### config.mk
export PLATFORM = sky130hd
export DESIGN_NAME = mma_accum_mem
export DESIGN_NICKNAME = d
export VERILOG_FILES = /design/src/rtl/mma_pkg.sv /design/src/rtl/mma_accum_mem.sv
export SDC_FILE = /design/constraint.sdc
export NUM_CORES = 2
export LEC_CHECK = 0
export BUFFER_PORTS_ARGS = -buffer_cell sky130_fd_sc_hd__buf_2
export CORE_ASPECT_RATIO = 0.6
export CORE_MARGIN = 1.5
export CORE_UTILIZATION = 43
export CTS_BUF_LIST = sky130_fd_sc_hd__clkbuf_4 sky130_fd_sc_hd__clkbuf_8
export CTS_CLUSTER_SIZE = 25
export DETAILED_ROUTE_END_ITERATION = 7
export HOLD_SLACK_MARGIN = 0.06
export PLACE_DENSITY = 0.65
export RECOVER_POWER = 50
export SLEW_MARGIN = 20
export SYNTH_ARGS = -nofsm -noshare
export SYNTH_HDL_FRONTEND = slang
export SYNTH_SLANG_ARGS = --single-unit
### constraint.sdc
create_clock -name clk -period 8.55 [get_ports clk]
set_clock_uncertainty 0.2 [all_clocks]
set_input_delay 1.2825 -clock clk [delete_from_list [all_inputs] [get_ports clk]]
set_output_delay 1.2825 -clock clk [all_outputs]
set_load 0.02 [all_outputs]
### src/rtl/mma_pkg.sv
package mma_pkg;

  localparam int DEF_MAX_DIM = 8;

  // Worst-case sum: the accumulator plus eight floored Q16.16 products of
  // magnitude up to 2^46 needs 51 bits signed.
  localparam int ACC_W = 52;

  localparam int VALUE_W = 32;
  localparam int DIM_REG_W = 4;
  localparam int IDX_W = 3;
  localparam int CFG_IDX_W = 2;

  localparam logic [1:0] MODE_LOAD_LEFT  = 2'd0;
  localparam logic [1:0] MODE_LOAD_RIGHT = 2'd1;
  localparam logic [1:0] MODE_LOAD_ACCUM = 2'd2;
  localparam logic [1:0] MODE_COMPUTE    = 2'd3;

  localparam logic [CFG_IDX_W-1:0] REG_LEFT_ROWS  = 2'd0;
  localparam logic [CFG_IDX_W-1:0] REG_INNER_SIZE = 2'd1;
  localparam logic [CFG_IDX_W-1:0] REG_RIGHT_COLS = 2'd2;

  localparam logic BANK_LEFT  = 1'b0;
  localparam logic BANK_RIGHT = 1'b1;

  typedef struct packed {
    logic [1:0]                mode;
    logic [IDX_W-1:0]          row;
    logic [IDX_W-1:0]          col;
    logic signed [VALUE_W-1:0] value;
  } in_item_t;

  typedef struct packed {
    logic [IDX_W-1:0]          out_row;
    logic [IDX_W-1:0]          out_col;
    logic signed [VALUE_W-1:0] out_value;
    logic                      last;
  } out_item_t;

  typedef struct packed {
    logic [DIM_REG_W-1:0] left_rows;
    logic [DIM_REG_W-1:0] inner_size;
    logic [DIM_REG_W-1:0] right_cols;
  } dims_t;

  typedef struct packed {
    logic               we;
    logic               bank;
    logic [IDX_W-1:0]   wr_row;
    logic [IDX_W-1:0]   wr_col;
    logic [VALUE_W-1:0] wr_data;
    logic [IDX_W-1:0]   a_row;
    logic [IDX_W-1:0]   a_col;
    logic [IDX_W-1:0]   b_row;
    logic [IDX_W-1:0]   b_col;
  } opnd_req_t;

  typedef struct packed {
    logic               we;
    logic [IDX_W-1:0]   wr_row;
    logic [IDX_W-1:0]   wr_col;
    logic [VALUE_W-1:0] wr_data;
    logic [IDX_W-1:0]   rd_row;
    logic [IDX_W-1:0]   rd_col;
  } acc_req_t;

endpackage

### src/rtl/mma_accum_mem.sv
module mma_accum_mem #(
  parameter int MAX_DIM = mma_pkg::DEF_MAX_DIM
) (
  input  logic                        clk,
  input  mma_pkg::acc_req_t           req,
  output logic [mma_pkg::VALUE_W-1:0] rd_data
);

  localparam int DIM_W = $clog2(MAX_DIM);
  localparam int DEPTH = 1 << (2 * DIM_W);

  logic [mma_pkg::VALUE_W-1:0] mem [DEPTH];

  always_ff @(posedge clk) begin
    if (req.we) begin
      mem[{req.wr_row[DIM_W-1:0], req.wr_col[DIM_W-1:0]}] <= req.wr_data;
    end
    rd_data <= mem[{req.rd_row[DIM_W-1:0], req.rd_col[DIM_W-1:0]}];
  end

endmodule

Word level (Yosys, flattened, before mapping)
Memories as Yosys holds them, arrays and structs flattened. A register that Yosys moved wholly into a read port is not among the register bits.
Index checks and enable logic that the tools add are counted.
{"block": "totals", "ff_bits": 0, "ram_bits": 2048, "inputBits": 46, "out_inout_bits": 32, "word_cells": 3, "mem_count": 1}
{"memory": "mem", "words": 64, "word_bits": 32, "read_ports": 1, "rd_clocked_by_memory_dff": 1, "write_ports": 1, "line": "mma_accum_mem.sv:12", "rtl": "logic [mma_pkg::VALUE_W-1:0] mem [DEPTH];"}
{"block": "op_classes", "mux": 2}
{"op": "1-bit two-way mux", "count": 2}

Depth between registers and ports, before layout
{"block": "depth", "ltp_word": 2, "ltp_mapped": 10, "mapped_depth_nobuf": 5}

Worst setup path before layout
No wires, ideal clock.
{"block": "synth_path", "kind": "input port to flip-flop", "from": "input req[41] (netlist name)", "to": "memory mem[48][0] (netlist name) (enable)", "setup_time_ns": 0.461, "arrival_time_ns": 3.981, "required_time_ns": 7.889, "setup_slack_ns": 3.908, "path_stages": 4, "n_path_buf": 1, "cell_sequence": "clkbuf_1 > nor2b_1 > nand4b_1 > nor3_1"}
{"item": "start: declaration", "line": "mma_accum_mem.sv:5", "rtl": "input mma_pkg::acc_req_t req,"}
{"item": "end: declaration", "line": "mma_accum_mem.sv:12"}
No word-level cell before the write port.

Final worst setup path
{"block": "layout_path", "from": "input req[6] (netlist name)", "to": "memory mem[22][0] (netlist name), data pin"}
No word-level cell before the write port.

==> impl_metrics.csv <==
group,metric,value,unit
logic_synthesis,syn_area,78500,um2
final_layout,nets,3679,
setup_path,path_class,"input pin to flop",
setup_path,critical_path_required,8.44,ns
setup_path,critPathMaxFanout,64,
setup_path,critPathTopFamily,"buffers and inverters",
logic_synthesis,synth.distinct_cells,34,
floorplan,pin_count,78,
cts,post_cts.repair.setup_buffers,0,
sta,finalSetupTns,0,ns
sta,hold_viol,0,
sta,worst_pin_slew,3.97,ns
detailed_routing,wirelength,210,mm
floorplan,die_x,555,um
sta,fin_crit_sh,50.8,%
logic_synthesis,netlist_instances,3324,
logic_synthesis,yosys_warnings,0,
detailed_routing,drtIter0Drc,6009,
cts,cts_made_buffers,289,
outcome,status,"finished, violations left",
logic_synthesis,synth-async-reset-ratio,0,%
setup_path,slowest_delay,2.75,ns
logic_synthesis,synth_flop_cell,"edfxtp_1",
global_routing,grt_antenna_before_repair,23,
logic_synthesis,synth.avg_cell_area,23.6,um2
logic_synthesis,synth_nets,3370,
setup_path,r2r_start,"mem[26][20]$_DFFE_PP_",
sta,fin_crit,4.34,ns
power,p_leak,0.0270,uW
power,ir_worst_vdd,197,uV
detailed_routing,viasPerCell,6.01,
global_routing,grt-ovfl-total,0,
outcome,violations,"capacitance limit, slew limit",
cts,cts_hold_buf,0,
sta,relSlewSlack,-165,%
setup_path,path_cells,"buf_2, clkbuf_1",
power,power_density,227,nW/um2
power,power.total,19900,uW
floorplan,core_area,181000,um2
cts,cts-root-buf,"clkbuf_8",
logic_synthesis,ys_seq_area_share,79.1,%
sta,rsz0062_at_grt,"false",
cts,clkTransAtPathRegs,0.07,ns
global_routing,grt_max_degree,96,
global_routing,grt_use_total,22.6,%
sta,fmax,0.230,GHz
setup_path,cp-start-kind,"input pin",
detailed_routing,ant_nets,0,
sta,setup_viol,0,
sta,fin_ws,4.21,ns
placed_design,routabilityCongestion,0.824,
logic_synthesis,synth_edf_count,2048,
sta,hold-worst-slack,0.556,ns
global_routing,grt_pass1_vias,37200,
sta,drv_slew,2211,
setup_path,critPathSlowestCell,"clkbuf_1",
global_routing,grt_pass1_wl,291,mm
logic_synthesis,synth_seq_cells,2080,
cts,cts_sinks,2080,
detailed_routing,via_count,37500,
cts,cts_buffer_depth,4,
detailed_routing,avgRoutedWirePerCell,33.7,um
cts,cts_tree,"built",
setup_path,worst_ep_arrival_time,4.24,ns
detailed_routing,drc_errors,0,
placed_design,dpl.hpwl,115,mm
setup_path,crit_path_start,"req[6]",
floorplan,fp.dieH,334,um
floorplan,fp.dieArea,185000,um2
placed_design,pre_cts_ws,3.57,ns
floorplan,start_util,43.3,%
placed_design,port_buffers,77,
cts,post_cts_resized,0,
floorplan,num_rows,121,
cts,h-tree-depth,5,
placed_design,placed_cell_area,82600,um2
worst_hold_path,hold_path.startpoint,"mem[28][8]$_DFFE_PP_",
worst_hold_path,min_path_type,"flop to flop",
flow_run,maxCapViolations,38,
setup_path,path_buf_inv,2,
final_layout,syn2layout_area_growth,11.9,%
setup_path,end_kind,"flop",
final_layout,fillers,14500,
cts,clk_latency,0.91,ns
detailed_routing,firstDrtPassIters,5,
final_layout,final_layout_size_suffix_gt1_share,31.4,%
final_layout,fin_area,87800,um2
-- worst register-to-register path, delay by kind of cell (launching register included) --
kind	cells	cell delay [ns]
AND/OR/NAND/NOR	2	0.29
flip-flops	1	0.36
AO/OA/AOI/OAI	2	1.02
multiplexers	1	0.47
-- worst paths after layout --
path / endpoint / slack, ns / depth (start not counted)
worst max-delay path: mem[22][0]$_DFFE_PP_ / 4.21 / 2
worst min-delay path: rd_data[8]$_DFF_P_ / 0.56 / 4
worst max register to register: rd_data[20]$_DFF_P_ / 6.04 / 5
worst min register to register: rd_data[8]$_DFF_P_ / 0.56 / 4
-- Yosys cell counts (all sizes together) (5+ instances only) --
library cell	count	area share, %
a21oi	62	0.40
a22oi	12	0.11
a311oi	8	0.089
buf	108	0.77
clkbuf	74	0.35
dfxtp	32	0.82
edfxtp	2048	78
mux2i	93	1.2
mux4	544	16
nand2	26	0.12
nand2b	8	0.064
nand3	5	0.032
nand3b	5	0.048
nor2	137	0.65
nor2b	15	0.12
nor3	7	0.045
o221ai	27	0.30
o22ai	84	0.67
or3b	5	0.056
-- flip-flops by register name, indices dropped and copies added, names as in the netlist --
signal   count
mem       2048
rd_data     32
-- metrics by stage --
step,utilization [%],std cells
after CTS,48.5,6229
after detailed placement,45.5,5740
after floorplan,-,3324
after global placement,45.5,5739
final,48.4,6242
after global routing,48.4,6239
-- layout make-up --
type | count | area, um2 | area share (%)
sequential | 2080 | 62100 | 70.7
multi-input combinational | 1062 | 16000 | 18.2
clock buffer | 395 | 4840 | 5.50
tap | 2398 | 3000 | 3.42
timing repair buffer | 200 | 1350 | 1.53
clock inverter | 94 | 534 | 0.608
antenna | 13 | 32.5 | 0.0370
-- where the power goes --
group	switching, uW	internal [uW]
logic	756	367
clock network	3680	3750
registers	62.0	11300
-- cells in the final DEF, fill, tap and decap left out, types with 5 or more instances in the layout --
cell type,synthesis,final
a22oi_1,12,12
a311oi_1,8,8
inv_6,0,7
nand3b_1,5,5
nand3_1,5,5
nand2_1,26,26
buf_2,57,61
o22ai_1,84,84
edfxtp_1,2048,2048
diode_2,0,13
clkinv_1,0,59
mux2i_1,93,93
nor2b_1,15,14
nor3_1,7,5
clkinv_2,0,14
nor2_4,0,57
clkinvlp_4,0,10
nand2b_1,8,8
mux4_2,544,544
clkbuf_4,0,96
clkbuf_1,74,45
clkbuf_8,0,299
dfxtp_1,32,32
a21oi_1,62,58
buf_12,0,11
nor2_1,137,76
o221ai_1,27,27
buf_4,25,78
-- cells by family after synthesis --
logic type,after synthesis,share of synthesized area [%]
flip-flops,2080,79.1
multiplexers,637,16.8
AND/OR/NAND/NOR,223,1.27
AO/OA/AOI/OAI,202,1.67
buffers and inverters,182,1.13
-- layer usage --
layer	vias to the layer above	GRT usage, %	wire length (um)
li1	14900	-	-
met1	20100	33.6	86500
met2	2299	30.2	87100
met3	280	9.84	31600
met4	8	5.77	4580
met5	-	0	366
Power figures use the tool's default switching activity.
