File: src/rtl/mma_pkg.sv
package mma_pkg;

  localparam int DEF_MAX_DIM = 8;

  // Worst-case sum: the accumulator plus eight floored Q16.16 products of
  // magnitude up to 2^46 needs 51 bits signed.
  localparam int ACC_W = 52;

  localparam int VALUE_W = 32;
  localparam int DIM_REG_W = 4;
  localparam int IDX_W = 3;
  localparam int CFG_IDX_W = 2;

  localparam logic [1:0] MODE_LOAD_LEFT  = 2'd0;
  localparam logic [1:0] MODE_LOAD_RIGHT = 2'd1;
  localparam logic [1:0] MODE_LOAD_ACCUM = 2'd2;
  localparam logic [1:0] MODE_COMPUTE    = 2'd3;

  localparam logic [CFG_IDX_W-1:0] REG_LEFT_ROWS  = 2'd0;
  localparam logic [CFG_IDX_W-1:0] REG_INNER_SIZE = 2'd1;
  localparam logic [CFG_IDX_W-1:0] REG_RIGHT_COLS = 2'd2;

  localparam logic BANK_LEFT  = 1'b0;
  localparam logic BANK_RIGHT = 1'b1;

  typedef struct packed {
    logic [1:0]                mode;
    logic [IDX_W-1:0]          row;
    logic [IDX_W-1:0]          col;
    logic signed [VALUE_W-1:0] value;
  } in_item_t;

  typedef struct packed {
    logic [IDX_W-1:0]          out_row;
    logic [IDX_W-1:0]          out_col;
    logic signed [VALUE_W-1:0] out_value;
    logic                      last;
  } out_item_t;

  typedef struct packed {
    logic [DIM_REG_W-1:0] left_rows;
    logic [DIM_REG_W-1:0] inner_size;
    logic [DIM_REG_W-1:0] right_cols;
  } dims_t;

  typedef struct packed {
    logic               we;
    logic               bank;
    logic [IDX_W-1:0]   wr_row;
    logic [IDX_W-1:0]   wr_col;
    logic [VALUE_W-1:0] wr_data;
    logic [IDX_W-1:0]   a_row;
    logic [IDX_W-1:0]   a_col;
    logic [IDX_W-1:0]   b_row;
    logic [IDX_W-1:0]   b_col;
  } opnd_req_t;

  typedef struct packed {
    logic               we;
    logic [IDX_W-1:0]   wr_row;
    logic [IDX_W-1:0]   wr_col;
    logic [VALUE_W-1:0] wr_data;
    logic [IDX_W-1:0]   rd_row;
    logic [IDX_W-1:0]   rd_col;
  } acc_req_t;

endpackage

File: src/rtl/mma_engine.sv
module mma_engine #(
  parameter int MAX_DIM = mma_pkg::DEF_MAX_DIM
) (
  input  logic                        clk,
  input  logic                        rst,
  input  mma_pkg::dims_t              dims,
  input  logic                        in_valid,
  output logic                        in_ready,
  input  mma_pkg::in_item_t           in_item,
  output logic                        out_valid,
  input  logic                        out_ready,
  output mma_pkg::out_item_t          out_item,
  output mma_pkg::opnd_req_t          opnd_req,
  input  logic [mma_pkg::VALUE_W-1:0] a_data,
  input  logic [mma_pkg::VALUE_W-1:0] b_data,
  output mma_pkg::acc_req_t           acc_req,
  input  logic [mma_pkg::VALUE_W-1:0] acc_data
);

  localparam int DIM_W = $clog2(MAX_DIM);
  localparam int CNT_W = $clog2(MAX_DIM + 1);
  localparam int ACC_W = mma_pkg::ACC_W;
  localparam int VALUE_W = mma_pkg::VALUE_W;
  localparam int IDX_W = mma_pkg::IDX_W;

  typedef enum logic [4:0] {
    ST_IDLE  = 5'b00001,
    ST_FETCH = 5'b00010,
    ST_MAC   = 5'b00100,
    ST_FLUSH = 5'b01000,
    ST_EMIT  = 5'b10000
  } state_t;

  state_t state, state_next;

  logic [DIM_W-1:0] i, j, k;
  logic             rd_v, mul_v, init;
  logic signed [2*VALUE_W-1:0] prod;
  logic signed [2*VALUE_W-1:0] prod_sh;
  logic signed [ACC_W-1:0]     acc;
  logic [VALUE_W-1:0]          sat_value;
  logic                        in_range;

  logic [CNT_W-1:0] nr, nk, nc;
  logic             in_fire, emit_fire, in_bounds, is_compute;
  logic             last_col, last_row, k_last;

  // Sizes above the array dimension are taken as the dimension.
  assign nr = (dims.left_rows > mma_pkg::DIM_REG_W'(MAX_DIM)) ? CNT_W'(MAX_DIM)
                                                             : dims.left_rows[CNT_W-1:0];
  assign nk = (dims.inner_size > mma_pkg::DIM_REG_W'(MAX_DIM)) ? CNT_W'(MAX_DIM)
                                                              : dims.inner_size[CNT_W-1:0];
  assign nc = (dims.right_cols > mma_pkg::DIM_REG_W'(MAX_DIM)) ? CNT_W'(MAX_DIM)
                                                              : dims.right_cols[CNT_W-1:0];

  assign in_ready   = (state == ST_IDLE);
  assign in_fire    = in_valid && in_ready;
  assign is_compute = (in_item.mode == mma_pkg::MODE_COMPUTE);
  assign in_bounds  = ({1'b0, in_item.row} < (IDX_W + 1)'(MAX_DIM)) &&
                      ({1'b0, in_item.col} < (IDX_W + 1)'(MAX_DIM));

  assign last_col  = (CNT_W'(j) == nc - CNT_W'(1));
  assign last_row  = (CNT_W'(i) == nr - CNT_W'(1));
  assign k_last    = (CNT_W'(k) == nk - CNT_W'(1));
  assign emit_fire = (state == ST_EMIT) && (!out_valid || out_ready);

  // Arithmetic shift of the Q32.32 product floors it to Q16.16.
  assign prod_sh  = prod >>> 16;
  assign in_range = (&acc[ACC_W-1:VALUE_W-1]) || !(|acc[ACC_W-1:VALUE_W-1]);
  assign sat_value = in_range ? acc[VALUE_W-1:0]
                   : (acc[ACC_W-1] ? {1'b1, {(VALUE_W-1){1'b0}}}
                                   : {1'b0, {(VALUE_W-1){1'b1}}});

  always_comb begin
    state_next = state;
    case (state)
      ST_IDLE: begin
        if (in_fire && is_compute && (nr != '0) && (nc != '0)) begin
          state_next = ST_FETCH;
        end
      end
      ST_FETCH: begin
        state_next = (nk == '0) ? ST_FLUSH : ST_MAC;
      end
      ST_MAC: begin
        if (k_last) begin
          state_next = ST_FLUSH;
        end
      end
      ST_FLUSH: begin
        if (!rd_v && !mul_v) begin
          state_next = ST_EMIT;
        end
      end
      ST_EMIT: begin
        if (emit_fire) begin
          state_next = (last_row && last_col) ? ST_IDLE : ST_FETCH;
        end
      end
      default: state_next = ST_IDLE;
    endcase
  end

  always_ff @(posedge clk) begin
    if (rst) begin
      state <= ST_IDLE;
      rd_v  <= 1'b0;
      mul_v <= 1'b0;
      init  <= 1'b0;
    end else begin
      state <= state_next;
      rd_v  <= (state == ST_MAC);
      mul_v <= rd_v;
      init  <= (state == ST_FETCH);
    end
  end

  always_ff @(posedge clk) begin
    case (state)
      ST_IDLE: begin
        i <= '0;
        j <= '0;
      end
      ST_FETCH: k <= '0;
      ST_MAC:   k <= k + DIM_W'(1);
      ST_EMIT: begin
        if (emit_fire) begin
          if (last_col) begin
            j <= '0;
            i <= i + DIM_W'(1);
          end else begin
            j <= j + DIM_W'(1);
          end
        end
      end
      default: ;
    endcase
  end

  // Read data comes from a registered memory read, and the product is registered
  // before it is added, so a term passes both registers on its way to the sum.
  always_ff @(posedge clk) begin
    prod <= $signed(a_data) * $signed(b_data);
    if (init) begin
      acc <= {{(ACC_W-VALUE_W){acc_data[VALUE_W-1]}}, acc_data};
    end else if (mul_v) begin
      acc <= acc + ACC_W'(prod_sh);
    end
  end

  always_ff @(posedge clk) begin
    if (rst) begin
      out_valid <= 1'b0;
    end else if (emit_fire) begin
      out_valid <= 1'b1;
    end else if (out_ready) begin
      out_valid <= 1'b0;
    end
  end

  always_ff @(posedge clk) begin
    if (emit_fire) begin
      out_item.out_row   <= IDX_W'(i);
      out_item.out_col   <= IDX_W'(j);
      out_item.out_value <= sat_value;
      out_item.last      <= last_row && last_col;
    end
  end

  always_comb begin
    opnd_req.we      = in_fire && in_bounds &&
                       ((in_item.mode == mma_pkg::MODE_LOAD_LEFT) ||
                        (in_item.mode == mma_pkg::MODE_LOAD_RIGHT));
    opnd_req.bank    = (in_item.mode == mma_pkg::MODE_LOAD_RIGHT) ? mma_pkg::BANK_RIGHT
                                                                  : mma_pkg::BANK_LEFT;
    opnd_req.wr_row  = in_item.row;
    opnd_req.wr_col  = in_item.col;
    opnd_req.wr_data = in_item.value;
    opnd_req.a_row   = IDX_W'(i);
    opnd_req.a_col   = IDX_W'(k);
    opnd_req.b_row   = IDX_W'(k);
    opnd_req.b_col   = IDX_W'(j);

    // Loads happen only while idle and write-back only while emitting, so
    // the two never share a cycle.
    acc_req.we      = emit_fire || (in_fire && in_bounds &&
                      (in_item.mode == mma_pkg::MODE_LOAD_ACCUM));
    acc_req.wr_row  = emit_fire ? IDX_W'(i) : in_item.row;
    acc_req.wr_col  = emit_fire ? IDX_W'(j) : in_item.col;
    acc_req.wr_data = emit_fire ? sat_value : in_item.value;
    acc_req.rd_row  = IDX_W'(i);
    acc_req.rd_col  = IDX_W'(j);
  end

endmodule

File: config.mk
export PLATFORM = sky130hd
export DESIGN_NAME = mma_engine
export DESIGN_NICKNAME = d
export VERILOG_FILES = /design/src/rtl/mma_pkg.sv /design/src/rtl/mma_engine.sv
export SDC_FILE = /design/constraint.sdc
export NUM_CORES = 2
export LEC_CHECK = 0
export ABC_AREA = 0
export ABC_CLOCK_PERIOD_IN_PS = 18800
export BUFFER_PORTS_ARGS = -buffer_cell sky130_fd_sc_hd__buf_4
export CAP_MARGIN = 20
export CORE_UTILIZATION = 65
export CTS_CLUSTER_DIAMETER = 100
export DETAILED_ROUTE_END_ITERATION = 10
export PLACE_DENSITY = 0.94
export RECOVER_POWER = 100
export SYNTH_ARGS = -nofsm -noshare
export SYNTH_HDL_FRONTEND = slang
export SYNTH_SLANG_ARGS = --single-unit
File: constraint.sdc
create_clock -name clk -period 18.8 [get_ports clk]
set_input_delay 0.94 -clock clk [delete_from_list [all_inputs] [get_ports clk]]
set_output_delay 0.94 -clock clk [all_outputs]
set_load 0.01 [all_outputs]
Yosys cells after proc, flatten, opt, wreduce, memory -nomap -nowiden
Cells that the tools add are included.
{ "totals": {"ff_bits": 173, "latchBits": 0, "ramBits": 0, "romBits": 0, "inputBits": 152, "output_inout_bits": 138, "wordCells": 98, "n_memories": 0} }
{ "op_classes": {"addsub": 7, "mul": 1, "n_div": 0, "magnitude_cmp": 3, "eq_ne": 16, "shift": 0, "n_mux": 27, "bitwise": 0, "reduce_logical": 30} }
{ "ops": {"columns": ["cell", "n"], "rows": [
  ["52-bit two-way mux", 2],
  ["32-bit two-way mux", 3],
  ["32-bit by 32-bit multiplier with 64-bit output", 1],
  ["52-bit by 48-bit adder with 52-bit output", 1],
  ["5-bit one-hot mux with 5 select lines", 1],
  ["21-bit AND reduction", 1],
  ["21-bit OR reduction", 1],
  ["5-bit two-way mux", 4],
  ["3-bit two-way mux", 6],
  ["3-bit one-hot mux with 2 select lines", 3],
  ["4-bit two-way mux", 4],
  ["3-bit by 4-bit == test with 1-bit output", 3],
  ["4-bit greater-than comparator, second input constant", 3],
  ["4-bit by 1-bit subtractor with 4-bit output, second input constant", 3],
  ["3-bit by 1-bit adder with 3-bit output, second input constant", 3],
  ["1-bit logical AND", 9],
  ["2-bit != test, second input constant", 4],
  ["2-bit nonzero test", 4],
  ["4-bit nonzero test", 2],
  ["5-bit by 1-bit == test with 1-bit output, second input constant", 1],
  ["5-bit by 2-bit == test with 1-bit output, second input constant", 1],
  ["5-bit by 3-bit == test with 1-bit output, second input constant", 1],
  ["5-bit by 4-bit == test with 1-bit output, second input constant", 1],
  ["5-bit == test, second input constant", 1],
  ["other kinds (12)", 21]
]} }

Depth between registers and ports, before layout
{ "depth": {"ltp_word": 8, "depth_mapped": 28, "ltp_nobuf": 27} }

Least setup slack after synthesis
Ideal clock, no wire load.
{ "synth_timing": {"path_type": "input to register", "from": "input b_data[2] in the netlist's numbering", "to": "register prod[60]", "setup_ps": 127, "t_arrival_ps": 8021, "required_ps": 18673, "setup_slack_ps": 10652, "path_stages": 23, "path_buffers": 1, "cell_sequence": "clkbuf_1 -> nand2_1 -> inv_1 -> fa_1 -> fa_1 -> fa_1 -> fa_1 -> inv_1 -> fa_1 -> inv_1 -> fa_1 -> inv_1 -> fa_1 -> fa_1 -> inv_1 -> ha_1 -> a21o_1 -> a221o_1 -> a21o_1 -> a21o_1 -> a2111oi_2 -> nor3_1 -> xor2_1"} }
{ "synth_via": {"elab_chain_cells": 1} }
{ "synth_lines": {"columns": ["item", "line_no", "source"], "rows": [
  ["from (decl)", "mma_engine.sv:15", "input logic [mma_pkg::VALUE_W-1:0] b_data,"],
  ["32-bit by 32-bit multiplier with 64-bit output", "mma_engine.sv:143", "prod <= $signed(a_data) * $signed(b_data);"],
  ["to (signal assigned)", "mma_engine.sv:143", null],
  ["to (decl)", "mma_engine.sv:38", "logic signed [2*VALUE_W-1:0] prod;"]
]} }
Every way passes these cells.
A chain may end at the register's enable or synchronous reset.

Worst setup path in the final report
{ "layout_timing": {"from": "input a_data[10] in the netlist's numbering", "to": "register prod[60]"} }
{ "layout_via": {"elab_chain_cells": 1} }
{ "layout_lines": {"columns": ["item", "line_no", "source"], "rows": [
  ["from (decl)", "mma_engine.sv:14", "input logic [mma_pkg::VALUE_W-1:0] a_data,"],
  ["32-bit by 32-bit multiplier with 64-bit output", "mma_engine.sv:143", null]
]} }
Every way passes these cells.

==> out/qor.yml <==
fp.dieH_um: 264.4
area_growth_pct: 4.691
seqCellArea_mm2: 0.004144
path_max_fanout: 32
rows: 95
cts-hold-fix-buffers: 0
hpwlAfterDp_mm: 98.87
globalRoute.totalOverflow: 0
fin_area_mm2: 0.04686
core_area_mm2: 0.06763
final_antenna_net_count: 0
violations: "max-capacitance violations, max-slew violations"
reg2reg_slack_ps: 13780
placed_cell_area_mm2: 0.04685
drt_iter0_drc: 3408
synth_largest_area_cell: "fa_1"
status: "complete, but fails checks"
skew_ps: 14.34
grt_pass1_wl_mm: 203.9
portBuffers: 289
met2_length_mm: 60.45
wl_per_cell_um: 22.80
crit_required_ps: 19110
finalSetupTns_ps: 0
synthCells: 4684
synth_area_leaders: "fa_1 48%, inv_1 8.4%, and2_1 7.2%, edfxtp_1 6.7%, ha_1 6.7%"
max_cap_violations: 5
drt-total-wl_mm: 128.0
utilization: 0.6928
grt_pass1_vias: 38960
ctsResizeCount: 0
ys_ff_latch: 157
cts_buffer_depth: 2
clk_latency_ps: 430
start_kind: "input pin"
multiInputGateArea_mm2: 0.03557
cts.htree.levels: 4
hold_depth: 1
synth_top_area_frac: 0.4839
initial_core_util: 0.6618
tightest_slew_ps: 4018
gp_congestion: 0.9665
final_nets: 6195
io_pins: 290
top_layer_used: "met5"
async_reset_ff_frac: 0
min_period_ps: 9692
r2r_start: "state[1]$_SDFFE_PP0P_"
fill_cells: 4512
setup_viol: 0
synthesis.nets: 6156
r2r-end: "out_item[10]$_DFFE_PP_"
slew_violations: 267
min-delay-path-class: "reg2reg"
via_per_inst: 6.143
cts-root-buf: "clkbuf_16"
hold_viol_final: 0
syn_area_per_cell_um2: 9.556
die_w_um: 264.4
crit_arrival_ps: 10000
cts_tree: "built"
rsz0062_at_grt: "no"
met3_length_mm: 16.05
netlist_area_mm2: 0.04476
vias: 34490
grt_usage: 0.3814
grt_max_degree: 84
synth_edf_count: 100
antenna_found_initial: 11
drt_first_pass_iters: 6
cts_made_buffers: 17
drc: 0
postCtsSetupBuffers: 0
drive_above_1_share: 0.04878
synth_warnings: 0
worstSetupEndpointType: "register"
clk_pin_slew_ps: 70
r2r_cells: 5
hp-start: "rd_v$_SDFF_PP0_"
die-area_mm2: 0.06991
crit_type: "in2reg"
wl_met1_mm: 39.37
fin_crit_sh: 0.5155
slew_headroom: -1.678
synth-main-ff-cell: "edfxtp_1"
holdPathEnd: "mul_v$_SDFF_PP0_"
numClockSinks: 157
ys_types: 83
ys_seq_area_frac: 0.09258
clock.fmax_mhz: 103.2
critical path: stages:
cell and delay [ps]:
clkbuf_1 1450, nand2_1 210, fa_1 550, fa_1 550
inv_1 60, fa_1 500, fa_1 460, fa_1 540
fa_1 430, fa_1 770, fa_1 540, ha_1 360
a21o_1 190, a21o_1 190, a211oi_1 240, o211a_2 220
nor2_1 100, nor3_1 500, o21ai_0 420, a2111oi_0 480
nor3_1 120, xor2_1 160
logic make-up (layout without fill, tap and decap cells):
family	count (synthesis)	count (layout)	synth area share
adder cells (fa/ha/maj)	1320	1320	0.5505
flip-flops	157	157	0.09258
multiplexers	39	39	0.009784
AND/OR/NAND/NOR	1370	1370	0.1523
XOR/XNOR	122	122	0.02387
buffers and inverters	1280	1332	0.1116
AO/OA/AOI/OAI	396	396	0.05940
other	0	5	0
cells in the final DEF (no fill, tap or decap), types with 21 or more instances in the layout:
| master | count |
|---|---|
| a21o_1 | 88 |
| xnor2_1 | 73 |
| mux2_2 | 37 |
| nand4_1 | 21 |
| nand2b_1 | 25 |
| nor2_1 | 103 |
| fa_1 | 1082 |
| and2_1 | 507 |
| xor2_1 | 49 |
| inv_1 | 1004 |
| buf_4 | 149 |
| dfxtp_1 | 57 |
| nand2_1 | 595 |
| a21oi_1 | 93 |
| nand3_1 | 27 |
| clkbuf_1 | 145 |
| edfxtp_1 | 100 |
| o21ai_0 | 83 |
| ha_1 | 238 |
metrics by stage:
step / hold WS, ps / cells / setup slack (ps)
6_report: 477.9 / 5614 / 9108
5_1_grt: 493.2 / 5611 / 8709
4_1_cts: 474.9 / 5609 / 10190
3_5_place_dp: 456.6 / 5577 / 9744
3_3_place_gp: 449.8 / 5577 / 10180
2_1_floorplan: 432.4 / 4684 / 10650
cells in the mapped netlist, types with 8 or more instances:
| library cell | n |
|---|---|
| fa_1 | 1082 |
| inv_1 | 1005 |
| nand2_1 | 595 |
| and2_1 | 512 |
| ha_1 | 238 |
| clkbuf_1 | 215 |
| nor2_1 | 103 |
| edfxtp_1 | 100 |
| a21oi_1 | 92 |
| a21o_1 | 88 |
| xnor2_1 | 73 |
| o21ai_0 | 62 |
| dfxtp_1 | 57 |
| xor2_1 | 49 |
| buf_4 | 48 |
| mux2_2 | 38 |
| o21ai_1 | 28 |
| nand3_1 | 27 |
| nand2b_1 | 25 |
| nand4_1 | 21 |
| nor3_1 | 19 |
| o21a_1 | 16 |
| o21bai_1 | 16 |
| and3_1 | 15 |
| nor2b_1 | 15 |
| a211oi_1 | 10 |
| a31oi_1 | 8 |
| o211ai_1 | 8 |
sequential cells by signal, indices dropped and copies added, names as in the netlist:
| signal | cells |
|---|---|
| acc | 52 |
| i | 3 |
| init | 1 |
| j | 3 |
| k | 3 |
| mul_v | 1 |
| out_item | 39 |
| out_valid | 1 |
| prod | 48 |
| rd_v | 1 |
| state | 5 |
metal layers:
layer	up-vias	track usage
li1	13970	-
met1	17110	0.4118
met2	2531	0.6186
met3	868	0.1265
met4	10	0.3011
met5	-	0
worst max-delay path by stage:
stage	end	start	cells past startpoint
floorplan	prod[60]$_DFF_P_	b_data[2]	23
global placement	prod[63]$_DFF_P_	b_data[2]	23
detailed placement	prod[60]$_DFF_P_	b_data[2]	23
CTS	prod[60]$_DFF_P_	b_data[2]	23
global route	prod[60]$_DFF_P_	a_data[10]	22
finish	prod[60]$_DFF_P_	a_data[10]	22
final cells by class:
cell class / instances / area share
clock buffers: 20 / 0.009960
repair buffers: 294 / 0.03549
well taps: 873 / 0.02331
flip-flops and latches: 157 / 0.08844
multi-input cells: 3247 / 0.7591
diodes: 5 / 0.0002670
clock inverters: 12 / 0.002857
inverters: 1006 / 0.08059
Power is not shown: default switching activity piles up to over one toggle a cycle in this logic, so the estimate is an artifact.
